[src/rtl/link_open_set_ua_handshake_unit_defines.svh]
// Assertion macros for the top-level RTL file, which checks itself.
`ifndef LINK_OPEN_SET_UA_HANDSHAKE_UNIT_DEFINES_SVH
`define LINK_OPEN_SET_UA_HANDSHAKE_UNIT_DEFINES_SVH

`ifndef SYNTHESIS

`define LOSU_ASSERT_SAME(label, clk, rst_n, cond, expr) \
    label: assert property (@(posedge clk) disable iff (!rst_n) (cond) |-> (expr)) \
        else $error("same-cycle check failed");

`define LOSU_ASSERT_NEXT(label, clk, rst_n, cond, expr) \
    label: assert property (@(posedge clk) disable iff (!rst_n) (cond) |=> (expr)) \
        else $error("next-cycle check failed");

`else

`define LOSU_ASSERT_SAME(label, clk, rst_n, cond, expr)

`define LOSU_ASSERT_NEXT(label, clk, rst_n, cond, expr)

`endif

`endif

[src/rtl/losu_pkg.sv]
`default_nettype none

package losu_pkg;

    localparam int unsigned MODE_W      = 2;
    localparam int unsigned BYTE_W      = 8;
    localparam int unsigned KIND_W      = 2;
    localparam int unsigned TIMER_W     = 16;
    localparam int unsigned SENDS_W     = 4;
    localparam int unsigned CFG_IDX_W   = 2;
    localparam int unsigned CFG_DATA_W  = 16;
    localparam int unsigned BEAT_IDX_W  = 3;

    localparam logic [MODE_W-1:0] MODE_START = 2'd0;
    localparam logic [MODE_W-1:0] MODE_BYTE  = 2'd1;
    localparam logic [MODE_W-1:0] MODE_TICK  = 2'd2;

    localparam logic [CFG_IDX_W-1:0] CFG_TIMEOUT_TICKS = 2'd0;
    localparam logic [CFG_IDX_W-1:0] CFG_MAX_SENDS     = 2'd1;

    localparam logic [TIMER_W-1:0] TIMEOUT_RESET   = 16'd3;
    localparam logic [SENDS_W-1:0] MAX_SENDS_RESET = 4'd3;

    localparam logic [BYTE_W-1:0] FRAME_FLAG = 8'h7E;
    localparam logic [BYTE_W-1:0] ADDR_BYTE  = 8'h03;
    localparam logic [BYTE_W-1:0] CTRL_SET   = 8'h03;
    localparam logic [BYTE_W-1:0] CTRL_UA    = 8'h07;

    localparam logic [BEAT_IDX_W-1:0] SET_LAST_IDX = 3'd4;

    typedef enum logic [KIND_W-1:0] {
        KIND_TX   = 2'd0,
        KIND_UP   = 2'd1,
        KIND_FAIL = 2'd2
    } kind_t;

    typedef struct packed {
        logic  valid;
        kind_t kind;
    } desc_t;

    function automatic logic [BYTE_W-1:0] set_byte(input logic [BEAT_IDX_W-1:0] idx);
        logic [BYTE_W-1:0] b;
        unique case (idx)
            3'd0:    b = FRAME_FLAG;
            3'd1:    b = ADDR_BYTE;
            3'd2:    b = CTRL_SET;
            3'd3:    b = ADDR_BYTE ^ CTRL_SET;
            3'd4:    b = FRAME_FLAG;
            default: b = '0;
        endcase
        return b;
    endfunction

endpackage

`default_nettype wire

[src/rtl/losu_if.sv]
`default_nettype none

interface losu_in_if;
    logic                              valid;
    logic                              ready;
    logic [losu_pkg::MODE_W-1:0]       mode;
    logic [losu_pkg::BYTE_W-1:0]       rx_byte;

    modport source (output valid, output mode, output rx_byte, input ready);
    modport sink (input valid, input mode, input rx_byte, output ready);
endinterface

interface losu_out_if;
    logic                              valid;
    logic                              ready;
    logic [losu_pkg::KIND_W-1:0]       kind;
    logic [losu_pkg::BYTE_W-1:0]       tx_byte;
    logic                              last;

    modport source (output valid, output kind, output tx_byte, output last, input ready);
    modport sink (input valid, input kind, input tx_byte, input last, output ready);
endinterface

interface losu_cfg_if;
    logic                              valid;
    logic                              ready;
    logic [losu_pkg::CFG_IDX_W-1:0]    index;
    logic [losu_pkg::CFG_DATA_W-1:0]   data;

    modport source (output valid, output index, output data, input ready);
    modport sink (input valid, input index, input data, output ready);
endinterface

`default_nettype wire

[src/rtl/losu_core.sv]
`default_nettype none

// Holds link state; takes one beat per cycle unless stalled; registers each response.
module losu_core (
    input  wire logic              clk,
    input  wire logic              rst_n,
    losu_in_if.sink                item,
    losu_cfg_if.sink               cfg,
    output losu_pkg::desc_t        desc,
    input  wire logic              desc_ready
);

    typedef enum logic [1:0] {
        PH_IDLE = 2'd0,
        PH_WAIT = 2'd1,
        PH_UP   = 2'd2,
        PH_FAIL = 2'd3
    } phase_t;

    typedef enum logic [2:0] {
        PS_FLAG = 3'd0,
        PS_ADDR = 3'd1,
        PS_CTRL = 3'd2,
        PS_CHK  = 3'd3,
        PS_END  = 3'd4
    } parse_t;

    logic [losu_pkg::TIMER_W-1:0] timeout_reg;
    logic [losu_pkg::SENDS_W-1:0] max_sends_reg;
    phase_t                       phase_reg, phase_next;
    parse_t                       parse_reg, parse_next;
    logic [losu_pkg::TIMER_W-1:0] timer_reg, timer_next;
    logic [losu_pkg::SENDS_W-1:0] sends_reg, sends_next;
    losu_pkg::desc_t              desc_reg, desc_next;

    logic                         accept;
    logic                         ua_done;
    logic [losu_pkg::TIMER_W-1:0] reload;
    logic [losu_pkg::SENDS_W-1:0] limit;

    assign item.ready = !desc_reg.valid || desc_ready;
    assign accept     = item.valid && item.ready;
    assign cfg.ready  = 1'b1;
    assign desc       = desc_reg;

    assign reload = (timeout_reg == '0) ? losu_pkg::TIMER_W'(1) : timeout_reg;
    assign limit  = (max_sends_reg == '0) ? losu_pkg::SENDS_W'(1) : max_sends_reg;

    always_comb
    begin
        ua_done    = 1'b0;
        parse_next = (item.rx_byte == losu_pkg::FRAME_FLAG) ? PS_ADDR : PS_FLAG;
        unique case (parse_reg)
            PS_FLAG:
            begin
            end
            PS_ADDR:
            begin
                if (item.rx_byte == losu_pkg::ADDR_BYTE)
                begin
                    parse_next = PS_CTRL;
                end
            end
            PS_CTRL:
            begin
                if (item.rx_byte == losu_pkg::CTRL_UA)
                begin
                    parse_next = PS_CHK;
                end
            end
            PS_CHK:
            begin
                if (item.rx_byte == (losu_pkg::CTRL_UA ^ losu_pkg::ADDR_BYTE))
                begin
                    parse_next = PS_END;
                end
            end
            PS_END:
            begin
                ua_done    = (item.rx_byte == losu_pkg::FRAME_FLAG);
                parse_next = PS_FLAG;
            end
            default:
            begin
                parse_next = PS_FLAG;
            end
        endcase
    end

    always_comb
    begin
        phase_next = phase_reg;
        timer_next = timer_reg;
        sends_next = sends_reg;
        desc_next  = desc_reg;
        if (desc_ready)
        begin
            desc_next.valid = 1'b0;
        end
        if (accept)
        begin
            if (item.mode == losu_pkg::MODE_START)
            begin
                phase_next     = PH_WAIT;
                sends_next     = losu_pkg::SENDS_W'(1);
                timer_next     = reload;
                desc_next.valid = 1'b1;
                desc_next.kind  = losu_pkg::KIND_TX;
            end
            else if (phase_reg == PH_WAIT && item.mode == losu_pkg::MODE_BYTE)
            begin
                if (ua_done)
                begin
                    phase_next      = PH_UP;
                    timer_next      = '0;
                    desc_next.valid = 1'b1;
                    desc_next.kind  = losu_pkg::KIND_UP;
                end
            end
            else if (phase_reg == PH_WAIT && item.mode == losu_pkg::MODE_TICK)
            begin
                if (timer_reg > losu_pkg::TIMER_W'(1))
                begin
                    timer_next = timer_reg - losu_pkg::TIMER_W'(1);
                end
                else if (sends_reg < limit)
                begin
                    sends_next      = sends_reg + losu_pkg::SENDS_W'(1);
                    timer_next      = reload;
                    desc_next.valid = 1'b1;
                    desc_next.kind  = losu_pkg::KIND_TX;
                end
                else
                begin
                    phase_next      = PH_FAIL;
                    timer_next      = '0;
                    desc_next.valid = 1'b1;
                    desc_next.kind  = losu_pkg::KIND_FAIL;
                end
            end
        end
    end

    always_ff @(posedge clk or negedge rst_n)
    begin
        if (!rst_n)
        begin
            timeout_reg   <= losu_pkg::TIMEOUT_RESET;
            max_sends_reg <= losu_pkg::MAX_SENDS_RESET;
            phase_reg     <= PH_IDLE;
            parse_reg     <= PS_FLAG;
            timer_reg     <= '0;
            sends_reg     <= '0;
            desc_reg      <= '{valid: 1'b0, kind: losu_pkg::KIND_TX};
        end
        else
        begin
            if (cfg.valid && cfg.index == losu_pkg::CFG_TIMEOUT_TICKS)
            begin
                timeout_reg <= cfg.data;
            end
            if (cfg.valid && cfg.index == losu_pkg::CFG_MAX_SENDS)
            begin
                max_sends_reg <= cfg.data[losu_pkg::SENDS_W-1:0];
            end
            if (accept && item.mode == losu_pkg::MODE_START)
            begin
                parse_reg <= PS_FLAG;
            end
            else if (accept && phase_reg == PH_WAIT && item.mode == losu_pkg::MODE_BYTE)
            begin
                parse_reg <= parse_next;
            end
            phase_reg <= phase_next;
            timer_reg <= timer_next;
            sends_reg <= sends_next;
            desc_reg  <= desc_next;
        end
    end

endmodule

`default_nettype wire

[src/rtl/losu_tx.sv]
`default_nettype none

// Turns a registered response into output beats: five frame bytes or one status beat.
module losu_tx (
    input  wire logic              clk,
    input  wire logic              rst_n,
    input  losu_pkg::desc_t        desc,
    output logic                   desc_ready,
    losu_out_if.source             result
);

    logic                                busy_reg;
    losu_pkg::kind_t                     kind_reg;
    logic [losu_pkg::BEAT_IDX_W-1:0]     idx_reg;
    logic                                last_beat;
    logic                                fire;

    assign last_beat  = (kind_reg != losu_pkg::KIND_TX) || (idx_reg == losu_pkg::SET_LAST_IDX);
    assign fire       = busy_reg && result.ready;
    assign desc_ready = !busy_reg || (result.ready && last_beat);

    assign result.valid   = busy_reg;
    assign result.kind    = kind_reg;
    assign result.last    = last_beat;
    assign result.tx_byte = (kind_reg == losu_pkg::KIND_TX) ? losu_pkg::set_byte(idx_reg) : '0;

    always_ff @(posedge clk or negedge rst_n)
    begin
        if (!rst_n)
        begin
            busy_reg <= 1'b0;
            kind_reg <= losu_pkg::KIND_TX;
            idx_reg  <= '0;
        end
        else
        begin
            if (desc.valid && desc_ready)
            begin
                busy_reg <= 1'b1;
                kind_reg <= desc.kind;
                idx_reg  <= '0;
            end
            else if (fire && last_beat)
            begin
                busy_reg <= 1'b0;
            end
            else if (fire)
            begin
                idx_reg <= idx_reg + losu_pkg::BEAT_IDX_W'(1);
            end
        end
    end

endmodule

`default_nettype wire

[src/rtl/link_open_set_ua_handshake_unit.sv]
// Link-open handshake: sends SET frames, watches for UA, reports link up or failure.
// A result beat passes through the core's response register, then the tx beat register.
// Throughput: one input beat per cycle unless a response waits; each SET frame is 5 beats.
// Reset (rst_n, asynchronous, active low) clears the link state and restores
// timeout_ticks and max_sends to 3.
`default_nettype none

`include "link_open_set_ua_handshake_unit_defines.svh"

module link_open_set_ua_handshake_unit (
    input  wire logic    clk,
    input  wire logic    rst_n,
    losu_in_if.sink      item,
    losu_out_if.source   result,
    losu_cfg_if.sink     cfg
);

    losu_pkg::desc_t desc;
    logic            desc_ready;

    losu_core u_core (
        .clk        (clk),
        .rst_n      (rst_n),
        .item       (item),
        .cfg        (cfg),
        .desc       (desc),
        .desc_ready (desc_ready)
    );

    losu_tx u_tx (
        .clk        (clk),
        .rst_n      (rst_n),
        .desc       (desc),
        .desc_ready (desc_ready),
        .result     (result)
    );

    `LOSU_ASSERT_NEXT(a_desc_hold, clk, rst_n, desc.valid && !desc_ready, desc.valid && $stable(desc.kind))
    `LOSU_ASSERT_NEXT(a_start_sends, clk, rst_n, item.valid && item.ready && item.mode == losu_pkg::MODE_START, desc.valid && desc.kind == losu_pkg::KIND_TX)
    `LOSU_ASSERT_SAME(a_status_last, clk, rst_n, result.valid && result.kind != losu_pkg::KIND_TX, result.last && result.tx_byte == 8'h00)
    `LOSU_ASSERT_SAME(a_frame_closes, clk, rst_n, result.valid && result.last && result.kind == losu_pkg::KIND_TX, result.tx_byte == losu_pkg::FRAME_FLAG)

endmodule

`default_nettype wire

[src/flat_wrapper.sv]
// flat-port wrapper written by rule: the top's interface ports become plain ports
module link_open_set_ua_handshake_unit_flat 
  (clk, rst_n, item_valid, item_mode, item_rx_byte, item_ready, result_valid, result_kind, result_tx_byte, result_last, result_ready, cfg_valid, cfg_index, cfg_data, cfg_ready);
  losu_in_if item_i ();
  losu_out_if result_i ();
  losu_cfg_if cfg_i ();
  input  wire logic clk;
  input  wire logic rst_n;
  input wire logic [$bits(item_i.valid)-1:0] item_valid;
  input wire logic [$bits(item_i.mode)-1:0] item_mode;
  input wire logic [$bits(item_i.rx_byte)-1:0] item_rx_byte;
  output wire logic [$bits(item_i.ready)-1:0] item_ready;
  output wire logic [$bits(result_i.valid)-1:0] result_valid;
  output wire logic [$bits(result_i.kind)-1:0] result_kind;
  output wire logic [$bits(result_i.tx_byte)-1:0] result_tx_byte;
  output wire logic [$bits(result_i.last)-1:0] result_last;
  input wire logic [$bits(result_i.ready)-1:0] result_ready;
  input wire logic [$bits(cfg_i.valid)-1:0] cfg_valid;
  input wire logic [$bits(cfg_i.index)-1:0] cfg_index;
  input wire logic [$bits(cfg_i.data)-1:0] cfg_data;
  output wire logic [$bits(cfg_i.ready)-1:0] cfg_ready;
  assign item_i.valid = item_valid;
  assign item_i.mode = item_mode;
  assign item_i.rx_byte = item_rx_byte;
  assign item_ready = item_i.ready;
  assign result_valid = result_i.valid;
  assign result_kind = result_i.kind;
  assign result_tx_byte = result_i.tx_byte;
  assign result_last = result_i.last;
  assign result_i.ready = result_ready;
  assign cfg_i.valid = cfg_valid;
  assign cfg_i.index = cfg_index;
  assign cfg_i.data = cfg_data;
  assign cfg_ready = cfg_i.ready;
  link_open_set_ua_handshake_unit u_core (.clk(clk), .rst_n(rst_n), .item(item_i), .result(result_i), .cfg(cfg_i));
endmodule
[config.mk]
export PLATFORM = sky130hd
export DESIGN_NAME = link_open_set_ua_handshake_unit_flat
export DESIGN_NICKNAME = d
export VERILOG_FILES = /design/src/rtl/losu_pkg.sv /design/src/rtl/losu_if.sv /design/src/rtl/losu_core.sv /design/src/rtl/losu_tx.sv /design/src/rtl/link_open_set_ua_handshake_unit.sv /design/src/flat_wrapper.sv
export VERILOG_INCLUDE_DIRS = /design/src /design/src/rtl
export SDC_FILE = /design/constraint.sdc
export NUM_CORES = 1
export LEC_CHECK = 0
export ABC_AREA = 0
export BUFFER_PORTS_ARGS = -buffer_cell sky130_fd_sc_hd__buf_2
export CORE_AREA = 2 2 78 80
export DETAILED_ROUTE_END_ITERATION = 7
export DIE_AREA = 0 0 80 82
export PLACE_DENSITY = 0.8
export SETUP_SLACK_MARGIN = 0.5
export SYNTH_ARGS = -nofsm -noshare
export SYNTH_HDL_FRONTEND = slang
export SYNTH_SLANG_ARGS = --single-unit
[constraint.sdc]
create_clock -name clk -period 2.8 [get_ports clk]
set_clock_uncertainty 0.2 [all_clocks]
set_input_delay 0.56 -clock clk [delete_from_list [all_inputs] [get_ports clk]]
set_output_delay 0.56 -clock clk [all_outputs]
set_load 0.05 [all_outputs]
==> results.yml <==
critical_path:
  critPathKind: "flop to flop"
  slowest_stage: "or4_4"
  critical_path.max_stage_delay_ps: 580
  cp-end-kind: "flop"
  crit_required_ps: 2800
  cp.arrival_ps: 2490
  critPathLaunchType: "flop"
  ff2ff_setup_slack_ps: 300
  crit_fanout: 5
  worstReg2RegEnd: "u_core.u_core.sends_reg[2]"
  rr_worst_depth: 6
  r2r_start: "u_core.u_core.timer_reg[11]"
  crit_chain: "or4_4 > nor4_4 > nand4b_4 > nor3b_4 > a21oi_1 > a211o_1"
drt:
  finalWirelength_um: 8890
  drc: 0
  vias_per_cell: 6.30
  drt_iter0_drc: 208
  wl_per_cell_um: 18.6
  route.antenna.remaining_nets: 0
  drtPass1Iterations: 5
  num_vias: 3003
logic_synthesis:
  synth_largest_area_cell: "dfrtp_1"
  synth_warnings: 0
  syn_area_per_cell_um2: 9.82
  synth_ff_type: "dfrtp_1"
  async_reset_ff_share_pct: 100
  yosysMostFrequentCell: "dfrtp_1"
  netlist_area_mm2: 0.00320
  synth_edf_count: 0
  yosysUniqueCellTypes: 64
  postSynthCellCount: 326
  yosysTopAreaCellShare_pct: 39.1
  yosysSeqAreaShare_pct: 42.4
  synthTopCellsByArea: "dfrtp_1 (39%), mux2_2 (7.7%), ha_1 (4.3%)"
  synth.top_cells.by_count: "dfrtp_1 (50), nor2_1 (28), nand2_1 (27)"
  syn_nets: 370
  synth_seq_cells: 54
timing:
  fin_hold_ws_ps: 265
  tns_ps: 0
  clock.fmax_ghz: 0.401
  final.min_clock_period_ps: 2500
  rsz0062_at_grt: "yes"
  hold_viol: 0
  drv_slew: 0
  fin_ws_ps: 305
  tightestPinTransition_ps: 620
  finalSetupViolCount: 0
  post-route-period-util_pct: 89.1
  max_slew_margin_pct: 58.5
pwr:
  p_leak_uw: 0.00182
  seq_power_share_pct: 30.7
  power_frac_clock_pct: 13.7
  comb_power_share_pct: 55.6
  swShare_pct: 44.0
  power.density_mw_per_mm2: 946
  internal_power_uw: 2270
  power.switching_uw: 1780
  ir_worst_vdd_mv: 0.917
layout:
  fill_cells: 386
  layout.nets: 445
  postLayoutCoreUtil_pct: 74.5
  area_growth_pct: 33.7
  n_antenna_cell: 0
  final_cells: 477
  drive_gt1_share_pct: 44.5
clocking:
  cts_made_buffers: 5
  cts_tree: "built"
  root_buffer: "clkbuf_8"
  cts.clk_slew.worst_paths_ps: 100
  clockBufferDepth: 2
  insertion_delay_ps: 310
  htreeDepth: 2
  cts.sinks: 54
die:
  core_area_mm2: 0.00575
  num_rows: 28
  die_height_um: 82
  io_pins: 47
  start_util_pct: 55.7
  dieArea_mm2: 0.00656
  dieWidth_um: 80
placed_design:
  dp_hpwl_um: 5280
  portBuffers: 44
  placed_cells: 438
  dpl_worst_slack_ps: 283
  gp_congestion: 0.941
grt:
  antenna_found_initial: 0
  grt_pass1_wl_um: 13000
  grtUsageTotal_pct: 25.2
  grt_max_degree: 22
  grt.overflow.total: 0
  first_global_vias: 2807
worst_hold_path:
  hold_path_depth: 2
  min_path_type: "primary input to flop"
  min_to: "u_core.u_core.timeout_reg[12]"
  min_from: "cfg_data[12]"
job:
  cap_violations: 0
run_status:
  status: "finished clean"
-- timing repair --
action                                  4_1_cts  5_1_grt
buffers inserted                             18       11
pin swaps                                    13       19
cloned                                        0        1
hold buffers                                  1        0
gates resized for setup                      33       45
endpoints found under the hold margin        16        0
endpoints found under the setup margin       28       34
-- worst max path at each step --
stage,from,to,slack [ps],depth (start not counted)
global placement,u_core.u_core.timer_reg[6],u_core.u_core.timer_reg[10],340,6
floorplan,u_core.u_tx.idx_reg[0],result_tx_byte[1],350,5
global route,u_core.u_core.timer_reg[13],u_core.u_core.timer_reg[6],290,9
CTS,u_core.u_tx.idx_reg[0],item_ready,390,7
finish,u_core.u_core.timer_reg[11],u_core.u_core.sends_reg[2],300,6
detailed placement,u_core.u_tx.idx_reg[0],u_core.u_core.sends_reg[2],280,9
-- layout by cell type (no fill, tap or decap), types with 5 or more instances in the layout --
cell type and count:
buf_2 35, nand2_1 24, dfrtp_1 46, buf_6 11
ha_1 6, clkbuf_8 6, a21oi_2 5, a21oi_1 15
buf_4 30, mux2_2 22, nor2_1 26, nand3_1 11
nor3_1 11, o21ai_0 11, inv_1 7, nor4_1 7
-- cell type report --
cell class	instances	area [um^2]	share of cell area (%)
inverters	11	43.8	1.02
repair buffers	82	629	14.7
clock inverters	1	30.0	0.701
well taps	75	93.8	2.19
flip-flops and latches	54	1360	31.8
clock buffers	7	86.3	2.02
multi-input cells	247	2040	47.6
-- per-layer routing --
| layer | track usage [%] | wire length (um) | vias up |
|---|---|---|---|
| met2 | 43.8 | 4400 | 156 |
| met1 | 33.2 | 3650 | 1450 |
| met5 | 0 | 0 | - |
| li1 | - | - | 1368 |
| met3 | 3.41 | 547 | 29 |
| met4 | 6.95 | 296 | 0 |
-- power by group through the flow --
stage | registers, uW | logic [uW] | clock network [uW]
after floorplan | 1180 | 1370 | 0
after global placement | 1230 | 1560 | 0
after detailed placement | 1240 | 1600 | 0
after CTS | 1220 | 1880 | 557
after global routing | 1270 | 2380 | 592
final | 1240 | 2250 | 554
-- per-stage QoR --
stage | total power, uW | area (um^2)
2_1_floorplan | 2550 | 3290
3_3_place_gp | 2790 | 3580
3_5_place_dp | 2840 | 3580
4_1_cts | 3660 | 3990
5_1_grt | 4240 | 4280
6_report | 4050 | 4280
-- logic make-up (layout without fill, tap and decap cells) --
family	Yosys count	after routing	synth area share [%]
buffers and inverters	25	101	3.75
and+or+nand+nor	126	126	22.4
muxes	23	23	8.05
DFF	54	54	42.4
xor gates and xnor gates	3	3	0.821
AOI/OAI and AO/OA	82	82	18.1
other	2	2	0.235
adders and majority gates	11	11	4.30
-- critical path, delay by kind of cell, from the launching register on --
kind,cells,cell delay (ps)
flops,1,400
compound gates,2,320
simple gates,4,1450
Note: power is estimated with default switching activity, not from simulation.
